## config.mk

```make
export PLATFORM = sky130hd
export DESIGN_NAME = session_attach_detach_keepalive
export DESIGN_NICKNAME = d
export VERILOG_FILES = /design/src/rtl/sadk_pkg.sv /design/src/rtl/session_attach_detach_keepalive.sv
export SDC_FILE = /design/constraint.sdc
export NUM_CORES = 1
export LEC_CHECK = 0
export BUFFER_PORTS_ARGS = -buffer_cell sky130_fd_sc_hd__buf_2
export CAP_MARGIN = 5
export CORE_AREA = 2 2 254 256
export CTS_CLUSTER_DIAMETER = 150
export DETAILED_ROUTE_END_ITERATION = 10
export DIE_AREA = 0 0 256 258
export PLACE_DENSITY_LB_ADDON = 0.2
export SYNTH_ARGS = -nofsm -noshare
export SYNTH_HDL_FRONTEND = slang
export SYNTH_SLANG_ARGS = --single-unit
```

## constraint.sdc

```tcl
create_clock -name clock -period 6.74 [get_ports clock]
set_input_delay 0.337 -clock clock [delete_from_list [all_inputs] [get_ports clock]]
set_output_delay 0.337 -clock clock [all_outputs]
set_load 0.01 [all_outputs]
```

## src/rtl/sadk_pkg.sv

```systemverilog
// Shared types and constants for the session attach/detach/keepalive controller.
// Holds the command, state and message codes, the register map and the beat structs.
// No dependencies.
`default_nettype none

package sadk_pkg;

   localparam int unsigned CSR_ADDR_W = 5;
   localparam int unsigned CSR_DATA_W = 32;

   // Register indexes (byte address is four times the index).
   localparam logic [2:0] REG_ATTACH_TIMEOUT     = 3'd0;
   localparam logic [2:0] REG_MAX_ATTACH_RETRIES = 3'd1;
   localparam logic [2:0] REG_DETACH_TIMEOUT     = 3'd2;
   localparam logic [2:0] REG_MAX_DETACH_RETRIES = 3'd3;
   localparam logic [2:0] REG_INACTIVITY_TIMEOUT = 3'd4;
   localparam logic [2:0] REG_HEARTBEAT_INTERVAL = 3'd5;

   localparam logic [31:0] ATTACH_TIMEOUT_RST     = 32'd1000;
   localparam logic [7:0]  MAX_ATTACH_RETRIES_RST = 8'd3;
   localparam logic [31:0] DETACH_TIMEOUT_RST     = 32'd1000;
   localparam logic [7:0]  MAX_DETACH_RETRIES_RST = 8'd3;
   localparam logic [31:0] INACTIVITY_TIMEOUT_RST = 32'd5000;
   localparam logic [31:0] HEARTBEAT_INTERVAL_RST = 32'd1000;
   localparam logic [31:0] SEQUENCE_RST           = 32'd1;

   typedef enum logic [2:0] {
      CMD_BEGIN_ATTACH    = 3'd0,
      CMD_ATTACH_ACCEPTED = 3'd1,
      CMD_BEGIN_DETACH    = 3'd2,
      CMD_DETACH_ACCEPTED = 3'd3,
      CMD_HEARTBEAT_RESP  = 3'd4,
      CMD_TICK            = 3'd5,
      CMD_TAKE_SEQUENCE   = 3'd6
   } cmd_type;

   typedef enum logic [2:0] {
      ST_IDLE      = 3'd0,
      ST_ATTACHING = 3'd1,
      ST_ATTACHED  = 3'd2,
      ST_DETACHING = 3'd3,
      ST_RELEASED  = 3'd4,
      ST_REJECTED  = 3'd5
   } state_type;

   typedef enum logic [1:0] {
      MSG_ATTACH    = 2'd0,
      MSG_DETACH    = 2'd1,
      MSG_HEARTBEAT = 2'd2
   } msg_type;

   typedef struct packed {
      cmd_type     command;
      logic [31:0] now_ms;
      logic [31:0] granted_session;
   } req_type;

   typedef struct packed {
      logic        accepted;
      logic        send_request;
      msg_type     message_kind;
      logic [31:0] sequence_out;
      state_type   session_state;
      logic [31:0] active_session;
      logic [31:0] previous_session;
      logic        detach_done;
      logic        may_send_data;
   } rsp_type;

   // Per-command decision that the output assembly turns into a result beat.
   typedef struct packed {
      logic        accepted;
      logic        send_request;
      msg_type     message_kind;
      logic [31:0] sequence_out;
   } step_type;

endpackage

`default_nettype wire

```

## src/rtl/session_attach_detach_keepalive.sv

```systemverilog
// Session attach/detach/keepalive controller top level.
// Uses sadk_pkg for command, state and message codes and the beat structs.
//
// Usage:
//   req channel: one command beat (command, now_ms, granted_session) per handshake.
//   rsp channel: exactly one result beat per command, in command order; the status
//   fields show the session after the command has been applied.
//   APB port (psel/penable/pwrite/paddr/pwdata/prdata/pready): six timeout and
//   retry registers at byte addresses 0x00..0x14; pready is tied high and reads
//   return the register value. Write registers only while no command is in flight.
// Timing:
//   A command is captured in an input register, evaluated by the state update logic
//   (three 32-bit subtract-compare checks against the stamps) once the output
//   register can advance, and written with its result into the output register.
//   rsp_valid rises once the command has passed the input and output registers;
//   one command per cycle is sustained while rsp_ready stays high. The rate rests
//   on the state update logic, which reads back the state written by the previous
//   command.
// Reset (synchronous, active high) returns the session to idle, the sequence
// counter to one and the configuration registers to their defaults. When rsp_ready is low the
// result stays in the output register, one more command waits in the input
// register, and req_ready drops.
`default_nettype none

module session_attach_detach_keepalive (
   input  wire                                  clock,
   input  wire                                  reset,
   input  wire                                  req_valid,
   output logic                                 req_ready,
   input  wire  sadk_pkg::req_type              req_data,
   output logic                                 rsp_valid,
   input  wire                                  rsp_ready,
   output sadk_pkg::rsp_type                    rsp_data,
   input  wire                                  psel,
   input  wire                                  penable,
   input  wire                                  pwrite,
   input  wire  [sadk_pkg::CSR_ADDR_W-1:0]      paddr,
   input  wire  [sadk_pkg::CSR_DATA_W-1:0]      pwdata,
   output logic [sadk_pkg::CSR_DATA_W-1:0]      prdata,
   output logic                                 pready
);

   // Configuration registers.
   logic [31:0] attach_timeout_ff;
   logic [7:0]  max_attach_retries_ff;
   logic [31:0] detach_timeout_ff;
   logic [7:0]  max_detach_retries_ff;
   logic [31:0] inactivity_timeout_ff;
   logic [31:0] heartbeat_interval_ff;

   // Session state and its next values.
   sadk_pkg::state_type fsm_ff, fsm_in;
   logic [31:0] cur_sess_ff, cur_sess_in;
   logic [31:0] last_sess_ff, last_sess_in;
   logic [31:0] seq_ff, seq_in;
   logic [31:0] ctl_tx_ff, ctl_tx_in;
   logic [31:0] hb_ack_ff, hb_ack_in;
   logic [31:0] hb_tx_ff, hb_tx_in;
   logic [7:0]  att_retry_ff, att_retry_in;
   logic [7:0]  det_retry_ff, det_retry_in;
   logic        det_done_ff, det_done_in;

   // Pipeline registers.
   logic              in_valid_ff;
   sadk_pkg::req_type in_data_ff;
   logic              out_valid_ff;
   sadk_pkg::rsp_type out_data_ff;
   sadk_pkg::rsp_type rsp_in;

   sadk_pkg::step_type step;
   logic        advance;
   logic        fire;
   logic        csr_write;
   logic [31:0] now;
   logic [31:0] ctl_elapsed;
   logic [31:0] ack_elapsed;
   logic [31:0] hbtx_elapsed;

   assign advance   = !out_valid_ff || rsp_ready;
   assign fire      = in_valid_ff && advance;
   assign req_ready = !in_valid_ff || advance;
   assign rsp_valid = out_valid_ff;
   assign rsp_data  = out_data_ff;
   assign pready    = 1'b1;
   assign csr_write = psel && penable && pwrite;

   assign now          = in_data_ff.now_ms;
   assign ctl_elapsed  = now - ctl_tx_ff;
   assign ack_elapsed  = now - hb_ack_ff;
   assign hbtx_elapsed = now - hb_tx_ff;

   // Configuration port.
   always_ff @(posedge clock) begin
      if (reset) begin
         attach_timeout_ff     <= sadk_pkg::ATTACH_TIMEOUT_RST;
         max_attach_retries_ff <= sadk_pkg::MAX_ATTACH_RETRIES_RST;
         detach_timeout_ff     <= sadk_pkg::DETACH_TIMEOUT_RST;
         max_detach_retries_ff <= sadk_pkg::MAX_DETACH_RETRIES_RST;
         inactivity_timeout_ff <= sadk_pkg::INACTIVITY_TIMEOUT_RST;
         heartbeat_interval_ff <= sadk_pkg::HEARTBEAT_INTERVAL_RST;
      end else if (csr_write) begin
         case (paddr[4:2])
            sadk_pkg::REG_ATTACH_TIMEOUT:     attach_timeout_ff     <= pwdata;
            sadk_pkg::REG_MAX_ATTACH_RETRIES: max_attach_retries_ff <= pwdata[7:0];
            sadk_pkg::REG_DETACH_TIMEOUT:     detach_timeout_ff     <= pwdata;
            sadk_pkg::REG_MAX_DETACH_RETRIES: max_detach_retries_ff <= pwdata[7:0];
            sadk_pkg::REG_INACTIVITY_TIMEOUT: inactivity_timeout_ff <= pwdata;
            sadk_pkg::REG_HEARTBEAT_INTERVAL: heartbeat_interval_ff <= pwdata;
            default: begin
            end
         endcase
      end
   end

   always_comb begin
      case (paddr[4:2])
         sadk_pkg::REG_ATTACH_TIMEOUT:     prdata = attach_timeout_ff;
         sadk_pkg::REG_MAX_ATTACH_RETRIES: prdata = {24'd0, max_attach_retries_ff};
         sadk_pkg::REG_DETACH_TIMEOUT:     prdata = detach_timeout_ff;
         sadk_pkg::REG_MAX_DETACH_RETRIES: prdata = {24'd0, max_detach_retries_ff};
         sadk_pkg::REG_INACTIVITY_TIMEOUT: prdata = inactivity_timeout_ff;
         sadk_pkg::REG_HEARTBEAT_INTERVAL: prdata = heartbeat_interval_ff;
         default:                          prdata = '0;
      endcase
   end

   // Next-state logic for the session and the per-command decision.
   always_comb begin
      fsm_in       = fsm_ff;
      cur_sess_in  = cur_sess_ff;
      last_sess_in = last_sess_ff;
      seq_in       = seq_ff;
      ctl_tx_in    = ctl_tx_ff;
      hb_ack_in    = hb_ack_ff;
      hb_tx_in     = hb_tx_ff;
      att_retry_in = att_retry_ff;
      det_retry_in = det_retry_ff;
      det_done_in  = det_done_ff;
      step.accepted     = 1'b0;
      step.send_request = 1'b0;
      step.message_kind = sadk_pkg::MSG_ATTACH;
      step.sequence_out = '0;

      case (in_data_ff.command)
         sadk_pkg::CMD_BEGIN_ATTACH: begin
            if (fsm_ff == sadk_pkg::ST_IDLE || fsm_ff == sadk_pkg::ST_RELEASED ||
                fsm_ff == sadk_pkg::ST_REJECTED) begin
               fsm_in        = sadk_pkg::ST_ATTACHING;
               cur_sess_in   = '0;
               att_retry_in  = '0;
               det_retry_in  = '0;
               det_done_in   = 1'b0;
               ctl_tx_in     = now;
               hb_ack_in     = now;
               hb_tx_in      = now;
               step.accepted = 1'b1;
            end
         end
         sadk_pkg::CMD_ATTACH_ACCEPTED: begin
            if (fsm_ff == sadk_pkg::ST_ATTACHING && in_data_ff.granted_session != '0) begin
               cur_sess_in   = in_data_ff.granted_session;
               last_sess_in  = in_data_ff.granted_session;
               fsm_in        = sadk_pkg::ST_ATTACHED;
               det_done_in   = 1'b0;
               ctl_tx_in     = now;
               hb_ack_in     = now;
               hb_tx_in      = now;
               step.accepted = 1'b1;
            end
         end
         sadk_pkg::CMD_BEGIN_DETACH: begin
            if (fsm_ff == sadk_pkg::ST_ATTACHED) begin
               det_done_in   = 1'b0;
               fsm_in        = sadk_pkg::ST_DETACHING;
               det_retry_in  = '0;
               ctl_tx_in     = now;
               step.accepted = 1'b1;
            end
         end
         sadk_pkg::CMD_DETACH_ACCEPTED: begin
            if (fsm_ff == sadk_pkg::ST_DETACHING) begin
               last_sess_in  = cur_sess_ff;
               cur_sess_in   = '0;
               fsm_in        = sadk_pkg::ST_RELEASED;
               det_done_in   = 1'b1;
               ctl_tx_in     = now;
               hb_ack_in     = now;
               hb_tx_in      = now;
               step.accepted = 1'b1;
            end
         end
         sadk_pkg::CMD_HEARTBEAT_RESP: begin
            // The ack time is recorded in every state.
            hb_ack_in     = now;
            step.accepted = 1'b1;
         end
         sadk_pkg::CMD_TICK: begin
            step.accepted = 1'b1;
            if (fsm_ff == sadk_pkg::ST_ATTACHING && ctl_elapsed >= attach_timeout_ff) begin
               if (att_retry_ff < max_attach_retries_ff) begin
                  att_retry_in      = att_retry_ff + 8'd1;
                  ctl_tx_in         = now;
                  step.send_request = 1'b1;
                  step.message_kind = sadk_pkg::MSG_ATTACH;
               end else begin
                  fsm_in       = sadk_pkg::ST_REJECTED;
                  cur_sess_in  = '0;
                  att_retry_in = '0;
                  det_done_in  = 1'b0;
               end
            end else if (fsm_ff == sadk_pkg::ST_DETACHING &&
                         ctl_elapsed >= detach_timeout_ff) begin
               if (det_retry_ff < max_detach_retries_ff) begin
                  det_retry_in      = det_retry_ff + 8'd1;
                  ctl_tx_in         = now;
                  step.send_request = 1'b1;
                  step.message_kind = sadk_pkg::MSG_DETACH;
               end else begin
                  last_sess_in = cur_sess_ff;
                  cur_sess_in  = '0;
                  fsm_in       = sadk_pkg::ST_RELEASED;
                  det_done_in  = 1'b0;
                  det_retry_in = '0;
               end
            end else if (fsm_ff == sadk_pkg::ST_ATTACHED &&
                         ack_elapsed >= inactivity_timeout_ff) begin
               last_sess_in = cur_sess_ff;
               cur_sess_in  = '0;
               fsm_in       = sadk_pkg::ST_RELEASED;
               det_done_in  = 1'b0;
            end else if (fsm_ff == sadk_pkg::ST_ATTACHED &&
                         hbtx_elapsed >= heartbeat_interval_ff) begin
               hb_tx_in          = now;
               step.send_request = 1'b1;
               step.message_kind = sadk_pkg::MSG_HEARTBEAT;
            end
         end
         sadk_pkg::CMD_TAKE_SEQUENCE: begin
            step.sequence_out = seq_ff;
            seq_in            = seq_ff + 32'd1;
            step.accepted     = 1'b1;
         end
         default: begin
         end
      endcase
   end

   // Result assembly: status fields reflect the session after the update.
   always_comb begin
      rsp_in.accepted         = step.accepted;
      rsp_in.send_request     = step.send_request;
      rsp_in.message_kind     = step.message_kind;
      rsp_in.sequence_out     = step.sequence_out;
      rsp_in.session_state    = fsm_in;
      rsp_in.active_session   = cur_sess_in;
      rsp_in.previous_session = last_sess_in;
      rsp_in.detach_done      = det_done_in;
      rsp_in.may_send_data    = (fsm_in == sadk_pkg::ST_ATTACHED);
   end

   always_ff @(posedge clock) begin
      if (reset) begin
         fsm_ff       <= sadk_pkg::ST_IDLE;
         cur_sess_ff  <= '0;
         last_sess_ff <= '0;
         seq_ff       <= sadk_pkg::SEQUENCE_RST;
         ctl_tx_ff    <= '0;
         hb_ack_ff    <= '0;
         hb_tx_ff     <= '0;
         att_retry_ff <= '0;
         det_retry_ff <= '0;
         det_done_ff  <= 1'b0;
      end else if (fire) begin
         fsm_ff       <= fsm_in;
         cur_sess_ff  <= cur_sess_in;
         last_sess_ff <= last_sess_in;
         seq_ff       <= seq_in;
         ctl_tx_ff    <= ctl_tx_in;
         hb_ack_ff    <= hb_ack_in;
         hb_tx_ff     <= hb_tx_in;
         att_retry_ff <= att_retry_in;
         det_retry_ff <= det_retry_in;
         det_done_ff  <= det_done_in;
      end
   end

   // Input register and output register.
   always_ff @(posedge clock) begin
      if (reset) begin
         in_valid_ff  <= 1'b0;
         out_valid_ff <= 1'b0;
      end else begin
         if (req_ready) begin
            in_valid_ff <= req_valid;
         end
         if (advance) begin
            out_valid_ff <= in_valid_ff;
         end
      end
   end

   always_ff @(posedge clock) begin
      if (req_valid && req_ready) begin
         in_data_ff <= req_data;
      end
      if (fire) begin
         out_data_ff <= rsp_in;
      end
   end

endmodule

`default_nettype wire
```

# Word-level counts from Yosys, hierarchy flattened
# Index checks and enable logic that the tools add are counted.
dict set report op_classes {
  n_eq_ne 30
  magnitude_cmp 6
  n_addsub 6
  muxes 72
  n_reduce_logical 37
}
# op count
set ops {}
lappend ops {{32-bit 2-to-1 mux} 26}
lappend ops {{32-bit case mux with 4 select lines} 3}
lappend ops {{32-bit case mux with 6 select lines} 1}
lappend ops {{32-bit case mux with 5 select lines} 1}
lappend ops {{32-bit >= comparator} 4}
lappend ops {{32-bit case mux with 3 select lines} 1}
lappend ops {{32-bit subtractor} 3}
lappend ops {{8-bit 2-to-1 mux} 7}
lappend ops {{3-bit 2-to-1 mux} 15}
lappend ops {{32-bit by 1-bit adder with 32-bit output, second input constant} 1}
lappend ops {{32-bit nonzero test} 1}
lappend ops {{8-bit case mux with 3 select lines} 1}
lappend ops {{3-bit by 2-bit equality test with 1-bit output, second input constant} 7}
lappend ops {{3-bit equality test, second input constant} 7}
lappend ops {{2-bit != test, second input constant} 10}
lappend ops {{9-bit AND reduction} 2}
lappend ops {{8-bit by 1-bit adder with 8-bit output, second input constant} 2}
lappend ops {{8-bit < comparator} 2}
lappend ops {{8-bit case mux with 2 select lines} 1}
lappend ops {{3-bit case mux with 5 select lines} 1}
lappend ops {{2-bit AND reduction} 7}
lappend ops {{1-bit 2-to-1 mux} 13}
lappend ops {{1-bit case mux with 5 select lines} 2}
lappend ops {{3-bit by 1-bit equality test with 1-bit output, second input constant} 3}
lappend ops {{other kinds (13)} 30}
dict set report word_totals {
  ff_bits 530
}

# Depth between registers and ports, before layout
# Gate-level depths: netlist (run 1).
dict set report logic_depth {
  ltp_word 8
  mapped_depth 27
}

# Least setup slack after synthesis (run 1)
# OpenSTA, ideal clock, no wires.
dict set report synth_path {
  path_type {register to register}
  start {reg in_data_ff, in the netlist now[1]}
  end {reg out_data_ff, in the netlist rsp_data[10], data pin}
  synth_period_minus_slack_ns 5.323
  path_buffers 2
  path_slack_ns 1.417
  setup_time_ns 0.135
  path_stages_with_launch 22
  arrival_ns 5.188
  path_cell_list {edfxtp_1 > ha_1 > a21o_1 > a221oi_1 > a21oi_1 > a221oi_1 > a311oi_1 > a311oi_1 > o31ai_1 > a21oi_1 > xnor2_1 > ha_1 > a21o_1 > a21o_1 > a21oi_1 > o21ai_0 > a32o_1 > mux2i_1 > buf_2 > buf_1 > a31oi_1 > nand3_1}
}
dict set report synth_between {
  elab_chain_cells 7
}
# element line
set synth_lines {}
lappend synth_lines {{from (decl)} session_attach_detach_keepalive.sv:65} ;# sadk_pkg::req_type in_data_ff;
lappend synth_lines {{from (signal assigned)} session_attach_detach_keepalive.sv:304} ;# in_data_ff <= req_data;
lappend synth_lines {{32-bit subtractor} session_attach_detach_keepalive.sv:89} ;# assign ack_elapsed = now - hb_ack_ff;
lappend synth_lines {{32-bit >= comparator} session_attach_detach_keepalive.sv:226} ;# ack_elapsed >= inactivity_timeout_ff) begin
lappend synth_lines {{1-bit logical AND} session_attach_detach_keepalive.sv:225} ;# end else if (fsm_ff == sadk_pkg::ST_ATTACHED &&
lappend synth_lines {{32-bit 2-to-1 mux} session_attach_detach_keepalive.sv:225}
lappend synth_lines {{32-bit 2-to-1 mux} session_attach_detach_keepalive.sv:211} ;# end else if (fsm_ff == sadk_pkg::ST_DETACHING &&
lappend synth_lines {{32-bit 2-to-1 mux (*)} session_attach_detach_keepalive.sv:199} ;# if (fsm_ff == sadk_pkg::ST_ATTACHING && ctl_elapsed >= attach_timeout_ff) begin
lappend synth_lines {{32-bit case mux with 3 select lines (*)} session_attach_detach_keepalive.sv:144} ;# case (in_data_ff.command)
lappend synth_lines {{named net last_sess_in[8]} session_attach_detach_keepalive.sv:54} ;# logic [31:0] last_sess_ff, last_sess_in;
lappend synth_lines {{to (signal assigned)} session_attach_detach_keepalive.sv:307} ;# out_data_ff <= rsp_in;
lappend synth_lines {{to (decl)} session_attach_detach_keepalive.sv:67} ;# sadk_pkg::rsp_type out_data_ff;
# The timed path passes the listed nets; every way through them passes the cells marked *.
# A chain may end at the register's enable or synchronous reset.

# Final worst setup path (run 1)
dict set report layout_path {
  start {reg in_data_ff, in the netlist now[13]}
  end {reg att_retry_ff[6]}
}
dict set report layout_between {
  elab_chain_cells 5
}
# element line
set layout_lines {}
lappend layout_lines {{32-bit subtractor} session_attach_detach_keepalive.sv:88} ;# assign ctl_elapsed = now - ctl_tx_ff;
lappend layout_lines {{32-bit >= comparator} session_attach_detach_keepalive.sv:199}
lappend layout_lines {{1-bit logical AND} session_attach_detach_keepalive.sv:199}
lappend layout_lines {{2-bit != test (no line)} -}
lappend layout_lines {{4-bit AND reduction (no line)} -}
lappend layout_lines {{to (signal assigned)} session_attach_detach_keepalive.sv:281} ;# att_retry_ff <= att_retry_in;
lappend layout_lines {{to (decl)} session_attach_detach_keepalive.sv:59} ;# logic [7:0] att_retry_ff, att_retry_in;
# No other way between the ends.

==> run_results.csv, run 1 <==
group,metric,value,unit
logic_synthesis,synth_warnings,0,
logic_synthesis,synth-async-reset-ratio,0,
logic_synthesis,synth.largest_area_cell,"dfxtp_1",
cells_and_area,final_cell_mix,"dfxtp_1, nand2_1, a21oi_1",
route,drtIter0Drc,2323,
route,wl_per_cell,18.90,um
grt,antenna_found_initial,1,
worst_setup_path,critPathMaxFanout,16,
timing,slew_viol_final,0,
route,route.detailed.drc,0,
route,viasPerCell,5.766,
cells_and_area,largest_register_ff_count,105,
grt,grt_start_max_net_pins,116,
floorplan,core_area,63650,um2
route,ant_nets,0,
clock_tree,root_buffer,"clkbuf_16",
placement,hpwl,60680,um
worst_setup_path,rr_endpoint,"att_retry_ff[6]",
logic_synthesis,syn-num-nets,3974,
worst_setup_path,r2r_cells,23,
cells_and_area,syn_to_final_growth,16.81,%
logic_synthesis,netlist.area_leader.share,0.2290,
timing,finalHoldViolCount,0,
worst_setup_path,reg2reg_from,"now[13]",
floorplan,rows,93,
floorplan,chipHeight,258,um
floorplan,dieArea,66050,um2
grt,grt_pass1_wl,143200,um
hold_path,min_path_cells,3,
logic_synthesis,synth.area.top_cells,"dfxtp_1, edfxtp_1, ha_1",
route,drt-pass1-iter-count,6,
timing,maxSlewHeadroom,0.2495,
pwr,pwr_density_cell,227.9,nW/um2
route,routed_wl,90590,um
clock_tree,cts.sinks,530,
floorplan,io_pins,251,
clock_tree,clkLatencyLatePin,0.65,ns
clock_tree,clk_pin_slew,0.06,ns
hold_path,min_to,"inactivity_timeout_ff[15]",
floorplan,initial_utilization,0.4918,
timing,max_freq,0.1581,GHz
logic_synthesis,syn-cell-area,31300,um2
flow_run,maxCapViolations,0,
timing,fin_skew,0.02084,ns
pwr,power.leakage,0.01419,uW
logic_synthesis,ys.flop_type,"dfxtp_1",
grt,grt_usage,0.2668,
cells_and_area,drive_gt1_frac,0.1148,
logic_synthesis,avgSynthCellArea,8.642,um2
timing,finalCriticalPeriod,6.325,ns
clock_tree,cts_htree_levels,2,
status,status,"finished clean",
logic_synthesis,syn_inst,3622,
timing,setup_violations,0,
grt,grt_pass1_vias,26181,
grt,gr-total-overflow,0,
worst_setup_path,cp-end-kind,"register",
pwr,vdd_ir_drop_max,208.8,uV
clock_tree,tritoncts,"done",
clock_tree,clk_path_buf_depth,3,
worst_setup_path,worstPathArrival,6.89,ns
cells_and_area,mostFrequentLayoutCell,"dfxtp_1",
hold_path,hp-start,"pwdata[15]",
clock_tree,numCtsBuffers,60,
pwr,power,8333,uW
timing,tightest_slew,1.125,ns
worst_setup_path,worst-endpoint-required,7.30,ns
logic_synthesis,ys_ff_latch,530,
worst_setup_path,r2r_slack,0.42,ns
worst_setup_path,crit_type,"reg2reg",
logic_synthesis,ys_seq_area_frac,0.3940,
logic_synthesis,synthDistinctLibCells,84,
hold_path,hold_class,"in2reg",
timing,setup-tns-final,0,ns
timing,period_share,0.9384,
placement,port_buffers,247,
logic_synthesis,synth_edf_count,172,
timing,rsz0062_at_grt,"no",
cells_and_area,finalNetCount,4237,
placement,gp_congestion,0.8575,
floorplan,die_w,256,um
worst_setup_path,startpoint_type,"register",
route,vias,27638,
==> critical path: stages, from the launching register on <==
cell and delay, ns:
edfxtp_1 0.54, ha_1 0.46, nand3_1 0.20, nor3_1 0.30
o211a_1 0.28, nor3_1 0.07, buf_4 0.14, o31ai_1 0.56
a221o_1 0.30, nor3_1 0.08, o21bai_1 0.14, a21oi_1 0.09
xnor2_1 0.19, ha_1 0.38, nand4_1 0.17, nor2_1 0.22
o21ai_0 0.14, a21oi_2 0.20, a2111oi_4 0.08, nor3_2 0.35
o211ai_1 0.16, a211o_1 0.49, or4_1 0.56, a21oi_1 0.15
==> worst max-delay path by stage <==
stage,startpoint,end,cells past startpoint
global route,now[0],hb_tx_ff[19],23
detailed placement,now[0],hb_tx_ff[31],26
floorplan,now[1],rsp_data[10],21
CTS,now[0],hb_tx_ff[31],26
global placement,now[0],hb_tx_ff[31],26
finish,now[13],att_retry_ff[6],23
==> cells by family after synthesis <==
kind of cell,Yosys count,share of synthesized area
fa+ha+maj,241,0.09705
simple gates,1012,0.1465
flops,530,0.3940
other cells,1,0.0001198
xor+xnor,112,0.03134
buf+inv,472,0.05852
compound gates,1128,0.2318
mux,126,0.04073
==> synth_stat cells (25+ instances only) <==
cell      number
a211oi_1      78
a21o_1        76
a21oi_1      351
a221oi_1      37
a22o_1        33
a22oi_1       52
a31oi_1       47
and2_1        40
and3_1        90
clkbuf_1     165
dfxtp_1      358
edfxtp_1     172
ha_1         238
inv_1        269
mux2i_1      124
nand2_1      354
nand3_1       71
nand4_1       31
nor2_1       306
nor3_1        37
o211ai_1      95
o21a_1        25
o21ai_0      206
o21bai_1      45
xnor2_1       72
xor2_1        40
==> layer usage <==
metal | vias to the layer above | track usage | share of wire
li1 | 13579 | - | -
met1 | 13050 | 0.3624 | 0.44
met4 | 0 | 0.08447 | 0.028
met5 | - | 0 | 0
met2 | 871 | 0.4453 | 0.47
met3 | 138 | 0.03082 | 0.059
==> cell type report <==
type	instances	area, um2
flip-flops and latches	530	12330
inverters	271	1022
diodes	1	2.502
clock inverters	25	319.1
fillers	5789	27090
clock buffers	89	1848
multi-input cells	2620	17270
repair buffers	402	2700
well taps	855	1070
==> stage by stage <==
step           hold slack, ns  cell area (um2)  std cells  worst slack, ns    util
6_report              0.02566            36560       4793           0.4152  0.5745
3_3_place_gp           0.4427            33390       4581           0.2899  0.5247
5_1_grt               0.02380            36560       4793          0.06141  0.5745
2_1_floorplan          0.4359            31300       3622            1.417       -
3_5_place_dp           0.4503            33390       4581           0.2548  0.5247
4_1_cts              0.006005            36520       4791           0.1816  0.5738
==> repair_timing <==
item                                    in CTS  in global routing
hold endpoints to repair                   166                  0
buffers inserted                             0                  1
hold buffers                                96                  0
resized for setup                            0                  7
endpoints found under the setup margin       0                 98
==> power by group <==
part	total (uW)	internal (uW)	leakage (uW)	switching, uW
logic	1270	524	0.00861	745
clock network	3570	2160	0.00107	1400
registers	3500	3400	0.00452	95.6
total	8330	6090	0.0142	2250
(Power assumes the default switching activity.)
==> run 2, diff against run 1 <==
--- a/config.mk
+++ b/config.mk
@@ -7,10 +7,10 @@
 export LEC_CHECK = 0
 export BUFFER_PORTS_ARGS = -buffer_cell sky130_fd_sc_hd__buf_2
 export CAP_MARGIN = 5
-export CORE_AREA = 2 2 254 256
+export CORE_AREA = 2 2 357 182
 export CTS_CLUSTER_DIAMETER = 150
 export DETAILED_ROUTE_END_ITERATION = 10
-export DIE_AREA = 0 0 256 258
+export DIE_AREA = 0 0 359 184
 export PLACE_DENSITY_LB_ADDON = 0.2
 export SYNTH_ARGS = -nofsm -noshare
 export SYNTH_HDL_FRONTEND = slang
==> run_results.csv, run 2 (same netlist as run 1, synthesis figures left out) <==
group,metric,value,unit
clock_tree,numCtsBuffers,51,
clock_tree,clkLatencyLatePin,0.61,ns
cells_and_area,final_cells,4739,
placement,gp_congestion,0.9088,
floorplan,rows,65,
timing,slew_viol_final,0,
worst_setup_path,crit_type,"reg2reg",
worst_setup_path,crit_slowest_cell,"a311o_1",
grt,gr-total-overflow,0,
floorplan,core_area,62700,um2
status,status,"finished clean",
floorplan,chipHeight,184,um
clock_tree,tritoncts,"done",
route,wl_per_cell,19.32,um
worst_setup_path,worstPathArrival,6.90,ns
timing,tightest_slew,1.139,ns
grt,grt_pass1_wl,144400,um
timing,finalCriticalPeriod,6.435,ns
worst_setup_path,worst_path_largest_cell_delay,0.49,ns
hold_path,hold_class,"in2reg",
floorplan,dieArea,66060,um2
grt,grt_usage,0.2698,
floorplan,die_w,359,um
clock_tree,cts.sinks,530,
clock_tree,clk_path_buf_depth,3,
timing,period_share,0.9547,
placement,hpwl,60990,um
route,routed_wl,91540,um
route,route.detailed.drc,0,
timing,setup-tns-final,0,ns
cells_and_area,finish.utilization,0.5758,
worst_setup_path,reg2reg_from,"now[0]",
route,vias,27877,
timing,fin_skew,0.02225,ns
clock_tree,root_buffer,"clkbuf_16",
pwr,pwr_density_cell,219.1,nW/um2
route,drtIter0Drc,2566,
placement,port_buffers,247,
floorplan,io_pins,251,
route,ant_nets,0,
timing,rsz0062_at_grt,"no",
clock_tree,cts_htree_levels,2,
timing,setup_violations,0,
worst_setup_path,cp-end-kind,"register",
worst_setup_path,startpoint_type,"register",
pwr,vdd_ir_drop_max,212.3,uV
cells_and_area,fillers,5559,
timing,finalHoldViolCount,0,
grt,grt_pass1_vias,26279,
worst_setup_path,cp.buffers_inverters,3,
worst_setup_path,critPathMaxFanout,32,
timing,maxSlewHeadroom,0.2396,
hold_path,hp-start,"pwdata[23]",
cells_and_area,final_cell_mix,"dfxtp_1, nand2_1, a21oi_1",
worst_setup_path,critPathLaunch,"now[0]",
clock_tree,clk_pin_slew,0.07,ns
cells_and_area,finalNetCount,4211,
cells_and_area,mostFrequentLayoutCell,"dfxtp_1",
placement,dpl.cell_count,4560,
pwr,power.leakage,0.01397,uW
floorplan,initial_utilization,0.4992,
cells_and_area,largest_register_ff_count,105,
worst_setup_path,worst-endpoint-required,7.21,ns
grt,grt_start_max_net_pins,199,
grt,antenna_found_initial,0,
timing,max_freq,0.1554,GHz
cells_and_area,syn_to_final_growth,15.34,%
route,drt-pass1-iter-count,5,
cells_and_area,drive_gt1_frac,0.1097,
worst_setup_path,crit_family,"compound AO/OA/AOI/OAI gates",
flow_run,maxCapViolations,0,
route,viasPerCell,5.882,
## run 2: path summary, 6_finish.rpt
check,endpoint,slack [ns],cells past startpoint
min reg2reg,inactivity_timeout_ff[6],0.46,2
min,detach_timeout_ff[23],0.01,3
max,hb_tx_ff[6],0.31,25
max reg2reg,hb_tx_ff[6],0.31,25
## run 2: layout make-up
cell class              instances  area, um2  share of cell area
inverters                     271       1022             0.02831
flip-flops and latches        530      12330              0.3416
clock buffers                  74       1539             0.04263
repair buffers                385       2625             0.07271
clock inverters                21      246.5            0.006827
well taps                     837       1047             0.02901
diodes                          1      2.502          0.00006931
multi-input cells            2620      17290              0.4789
## run 2: routing by layer
layer / part of all wire / global-route usage / vias up / routed length (um)
li1: - / - / 13503 / -
met1: 0.45 / 0.3723 / 13283 / 41080
met2: 0.46 / 0.4472 / 960 / 42430
met3: 0.067 / 0.03840 / 131 / 6169
met4: 0.020 / 0.06616 / 0 / 1854
met5: 0 / 0 / - / 0
## run 2: stage by stage
stage | setup slack, ns | hold WS (ns) | total power (uW) | cell area, um2
6_report | 0.3052 | 0.01188 | 7911 | 36100
2_1_floorplan | 1.417 | 0.4359 | 4394 | 31300
3_5_place_dp | 0.1644 | 0.4525 | 4789 | 33440
4_1_cts | 0.1191 | 0.0004001 | 7930 | 36040
3_3_place_gp | 0.2937 | 0.4418 | 4753 | 33440
5_1_grt | 0.01370 | 0.01239 | 8249 | 36100
## run 2: power by group
group          switching, uW  internal [uW]
Combinational            775            523
Clock                   1340           1780
Sequential              89.8           3400
## run 2: tightest hold or removal path, stage by stage
cell and delay, ns:
buf_2 0.13, nand2_1 0.06, a21oi_1 0.05
## run 2: repair_timing
| item | CTS | global route |
|---|---|---|
| gates resized for setup | 0 | 9 |
| hold buffers | 82 | 0 |
| setup buffers | 0 | 1 |
| endpoints found under the hold margin | 106 | 0 |
| endpoints found under the setup margin | 0 | 77 |
